<file path="config.mk">
export PLATFORM = sky130hd
export DESIGN_NAME = mpe_cost
export DESIGN_NICKNAME = d
export VERILOG_FILES = /design/src/rtl/mpe_pkg.sv /design/src/rtl/mpe_cost.sv
export SDC_FILE = /design/constraint.sdc
export NUM_CORES = 2
export LEC_CHECK = 0
export ABC_AREA = 1
export BUFFER_PORTS_ARGS = -buffer_cell sky130_fd_sc_hd__clkbuf_2
export CORE_AREA = 2 2 253 317
export CTS_CLUSTER_DIAMETER = 80
export DETAILED_ROUTE_END_ITERATION = 8
export DIE_AREA = 0 0 255 319
export PLACE_DENSITY = 0.66
export SYNTH_ARGS = -nofsm -noshare
export SYNTH_HDL_FRONTEND = slang
export SYNTH_SLANG_ARGS = --single-unit
export TNS_END_PERCENT = 20
</file>
<file path="constraint.sdc">
create_clock -name clk -period 7.4 [get_ports clk]
set_input_delay 0.37 -clock clk [delete_from_list [all_inputs] [get_ports clk]]
set_output_delay 0.37 -clock clk [all_outputs]
set_load 0.1 [all_outputs]
</file>
<file path="src/rtl/mpe_pkg.sv">
`default_nettype none

package mpe_pkg;

    localparam int FORWARD_PRIMITIVES = 3;
    localparam logic [2:0] LAST_PRIMITIVE = 3'd5;
    localparam int SINE_DEPTH_DEFAULT = 1024;
    localparam logic [63:0] HALF_PI_Q30 = 64'd1686629713;

    // Penalty factor of exactly one in Q4.8.
    localparam logic [11:0] PENALTY_ONE = 12'd256;

    localparam logic [1:0] REG_TURN_PENALTY = 2'd0;
    localparam logic [1:0] REG_REVERSE_PENALTY = 2'd1;
    localparam logic [1:0] REG_DIR_CHANGE_PENALTY = 2'd2;

    typedef struct packed {
        logic turn_hit;
        logic dir_hit;
        logic rev;
    } cost_ctl_t;

    typedef struct packed {
        logic       rev;
        logic [1:0] base;
    } pose_ctl_t;

    function automatic logic signed [17:0] fwd_offset(input logic [1:0] base);
        logic signed [17:0] r;
        begin
            r = (base == 2'd0) ? 18'sd46325 : 18'sd46218;
            return r;
        end
    endfunction

    function automatic logic signed [17:0] lat_offset(input logic [1:0] base);
        logic signed [17:0] r;
        begin
            case (base)
                2'd1: r = -18'sd2726;
                2'd2: r = 18'sd2726;
                default: r = 18'sd0;
            endcase
            return r;
        end
    endfunction

    function automatic logic [15:0] turn_angle(input logic [1:0] base);
        logic [15:0] r;
        begin
            case (base)
                2'd1: r = 16'd1229;
                2'd2: r = 16'd64307;
                default: r = 16'd0;
            endcase
            return r;
        end
    endfunction

endpackage

`default_nettype wire

</file>
<file path="src/rtl/mpe_cost.sv">
`default_nettype none

module mpe_cost (
    input  wire logic               clk,
    input  wire logic [15:0]        step_cost,
    input  wire logic [31:0]        parent_cost,
    input  wire mpe_pkg::cost_ctl_t ctl,
    input  wire logic [11:0]        turn_penalty,
    input  wire logic [11:0]        reverse_penalty,
    input  wire logic [11:0]        direction_change_penalty,
    output logic      [31:0]        cost_reg,
    output logic                    sat_reg
);

    // A penalty that does not apply is replaced by one, so the product always
    // carries 24 fraction bits and one rounding step covers every case.
    logic [27:0]        p1_reg;
    logic [39:0]        p2_reg;
    logic [51:0]        p3_reg;
    mpe_pkg::cost_ctl_t ctl1_reg, ctl2_reg;
    logic [31:0]        pc1_reg, pc2_reg, pc3_reg;
    logic [11:0]        f1, f2, f3;
    logic [51:0]        rounded;
    logic [32:0]        total;

    assign f1 = ctl.turn_hit ? turn_penalty : mpe_pkg::PENALTY_ONE;
    assign f2 = ctl1_reg.dir_hit ? direction_change_penalty : mpe_pkg::PENALTY_ONE;
    assign f3 = ctl2_reg.rev ? reverse_penalty : mpe_pkg::PENALTY_ONE;

    assign rounded = (p3_reg + 52'd8388608) >> 24;
    assign total   = 33'(pc3_reg) + 33'(rounded[28:0]);

    always_ff @(posedge clk)
    begin
        p1_reg   <= 28'(step_cost) * 28'(f1);
        ctl1_reg <= ctl;
        pc1_reg  <= parent_cost;

        p2_reg   <= 40'(p1_reg) * 40'(f2);
        ctl2_reg <= ctl1_reg;
        pc2_reg  <= pc1_reg;

        p3_reg   <= 52'(p2_reg) * 52'(f3);
        pc3_reg  <= pc2_reg;

        cost_reg <= total[32] ? 32'hFFFF_FFFF : total[31:0];
        sat_reg  <= total[32];
    end

endmodule

`default_nettype wire

</file>
==> results.yml <==
synth:
  synth_fa_ha_area_share_pct: 48.6
  syn_area_per_cell_sq_um: 7.91
  synth.distinct_cells: 53
  yosysTopAreaCell: "fa_1"
  yosys.area.top_type_share_pct: 40.2
  netlist_area_sq_um: 38800
  ys_warn_count: 0
  ys_ff_latch: 229
  synth_mux_area_share_pct: 0
  synth_compound_area_share_pct: 5.36
  netlist_instances: 4907
  ys_seq_area_share_pct: 11.8
  synth_simple_gate_area_share_pct: 19.0
  synth.area.top_cells: "fa_1 (40%), dfxtp_1 (12%), nand2_1 (11%), inv_1 (11%), ha_1 (8.4%)"
  async_flop_share_pct: 0
  synth-xor-area-share_pct: 2.55
  synth_top_family_by_area: "adder cells"
  synth_nets: 6034
  ys.flop_type: "dfxtp_1"
  synth_edf_count: 0
clocking:
  clockBufferDepth: 3
  numCtsBuffers: 28
  cts_tree: "yes"
  clk_pin_slew_worst_paths_ns: 0.06
  cts_max_level: 1
  cts_root_buf: "clkbuf_16"
  clock-sinks: 229
  clock_latency_ns: 0.59
  post_cts_resized: 0
final_layout:
  final_common_cell: "nand2_1"
  largest_reg_flops: 40
  area_growth_syn_to_layout_pct: 7.97
  final_cells: 6058
  nets: 6110
  final_cell_mix: "nand2_1 (1142), inv_1 (1128), fa_1 (780), nor2_1 (523), ha_1 (259)"
  drive_above_1_share_pct: 5.03
  antennaDiodeCount: 0
  finish.utilization_pct: 53.4
global_routing:
  antenna_found_initial: 1
  grt_pass1_wl_um: 182000
  grt_pass1_vias: 34300
  grt_max_degree: 36
  grt_usage_pct: 29.1
  grt_overflow: 0
critical_path:
  critPathCaptureType: "flop"
  cp.arrival_ns: 7.08
  worstSetupPathType: "flop to flop"
  startpoint_type: "flop"
  required_ns: 7.87
  critPathMaxFanout: 18
floorplan:
  dieArea_sq_um: 81300
  num_rows: 115
  ioPinCount: 121
  core_sq_um: 78400
  die_x_um: 255
  die_y_um: 319
  start_util_pct: 49.5
sta:
  setup_viol: 0
  finalCritPeriodShare_pct: 89.4
  fmax_mhz: 151
  slew_headroom_pct: 33.5
  worst_pin_slew_ns: 0.992
  hold_viol: 0
  final_max_slew_viol_count: 0
  rsz0062_at_grt: "false"
  fin_skew_ns: 0.0401
  fin_crit_ns: 6.62
  tns_ns: 0
placement:
  dp_hpwl_um: 96900
  gp_congestion: 1.02
  place_inst: 5972
  portBuffers: 120
detailed_routing:
  drt_iter0_drc: 1793
  wirelength_um: 115000
  vias: 31800
  vias_per_cell: 5.25
  ant_nets: 0
  wl_per_cell_um: 18.9
  firstDrtPassIters: 6
  drc: 0
worst_hold_path:
  hold_class: "input pin to flop"
status:
  status: "complete, no violations"
job:
  drv_cap: 0
cell usage after synthesis, drive strengths merged, types with 24 or more instances:
library cell	count
a21oi	167
buf	32
clkbuf	118
dfxtp	229
fa	780
ha	259
inv	1131
nand2	1146
nand3	108
nand4	24
nor2	527
nor3	34
o21ai	108
xnor2	39
xor2	74
timing repair:
item	CTS	global route
hold buffers	34	0
setup buffers	0	0
endpoints found under the hold margin	34	0
endpoints found under the setup margin	0	0
area by class of cell:
class,count,area [sq um]
well taps,1053,1320
clock buffers,34,753
multi-input cells,3376,29300
clock inverters,18,338
fillers,7565,36500
inverters,1152,4320
repair buffers,196,1270
flip-flops and latches,229,4580
final timing paths:
kind	startpoint	end	slack [ns]	depth (start not counted)
hold reg to reg	pc1_reg[18]$_DFF_P_	pc2_reg[18]$_DFF_P_	0.29	0
setup reg to reg	ctl2_reg[0]$_DFF_P_	p3_reg[30]$_DFF_P_	0.78	17
setup / recovery	ctl2_reg[0]$_DFF_P_	p3_reg[30]$_DFF_P_	0.78	17
hold / removal	turn_penalty[0]	p1_reg[0]$_DFF_P_	0.17	3
metal layers:
layer | part of all wire (%) | vias up | global-route usage [%]
met4 | 6.6 | 2 | 16.0
met5 | 0.011 | - | 0
met3 | 5.6 | 375 | 3.79
li1 | - | 14500 | -
met1 | 37 | 15800 | 32.4
met2 | 51 | 1126 | 53.0
worst max-delay path: stages, from the launching register on:
cell	delay [ns]
dfxtp_1	0.41
nand2_1	0.36
clkinv_1	0.65
buf_4	0.47
nand2_1	0.14
fa_1	0.44
fa_1	0.52
inv_1	0.06
fa_1	0.55
fa_1	0.43
fa_1	0.44
ha_1	0.35
a21oi_1	0.65
nand2_1	0.25
a21oi_1	0.24
o21ai_0	0.14
a21oi_1	0.19
xnor2_1	0.22
logic make-up (layout without fill, tap and decap cells):
group	after synthesis	count (layout)
and+or+nand+nor	1862	1862
buffers and inverters	1302	1400
adders and majority gates	1039	1039
AOI/OAI and AO/OA	362	362
DFF	229	229
xor gates and xnor gates	113	113
per-stage QoR:
| stage | setup WS (ns) | hold WS [ns] | cell area, sq um |
|---|---|---|---|
| finish | 0.785 | 0.165 | 41900 |
| global route | 0.546 | 0.163 | 41900 |
| CTS | 0.969 | 0.143 | 41900 |
| detailed placement | 0.964 | 0.312 | 40500 |
| global placement | 0.899 | 0.310 | 40500 |
| floorplan | 2.14 | 0.310 | 38800 |
Power is left out: the tool's default activity adds up to more than one toggle a clock period on the data nets, which glitch-free logic cannot reach.
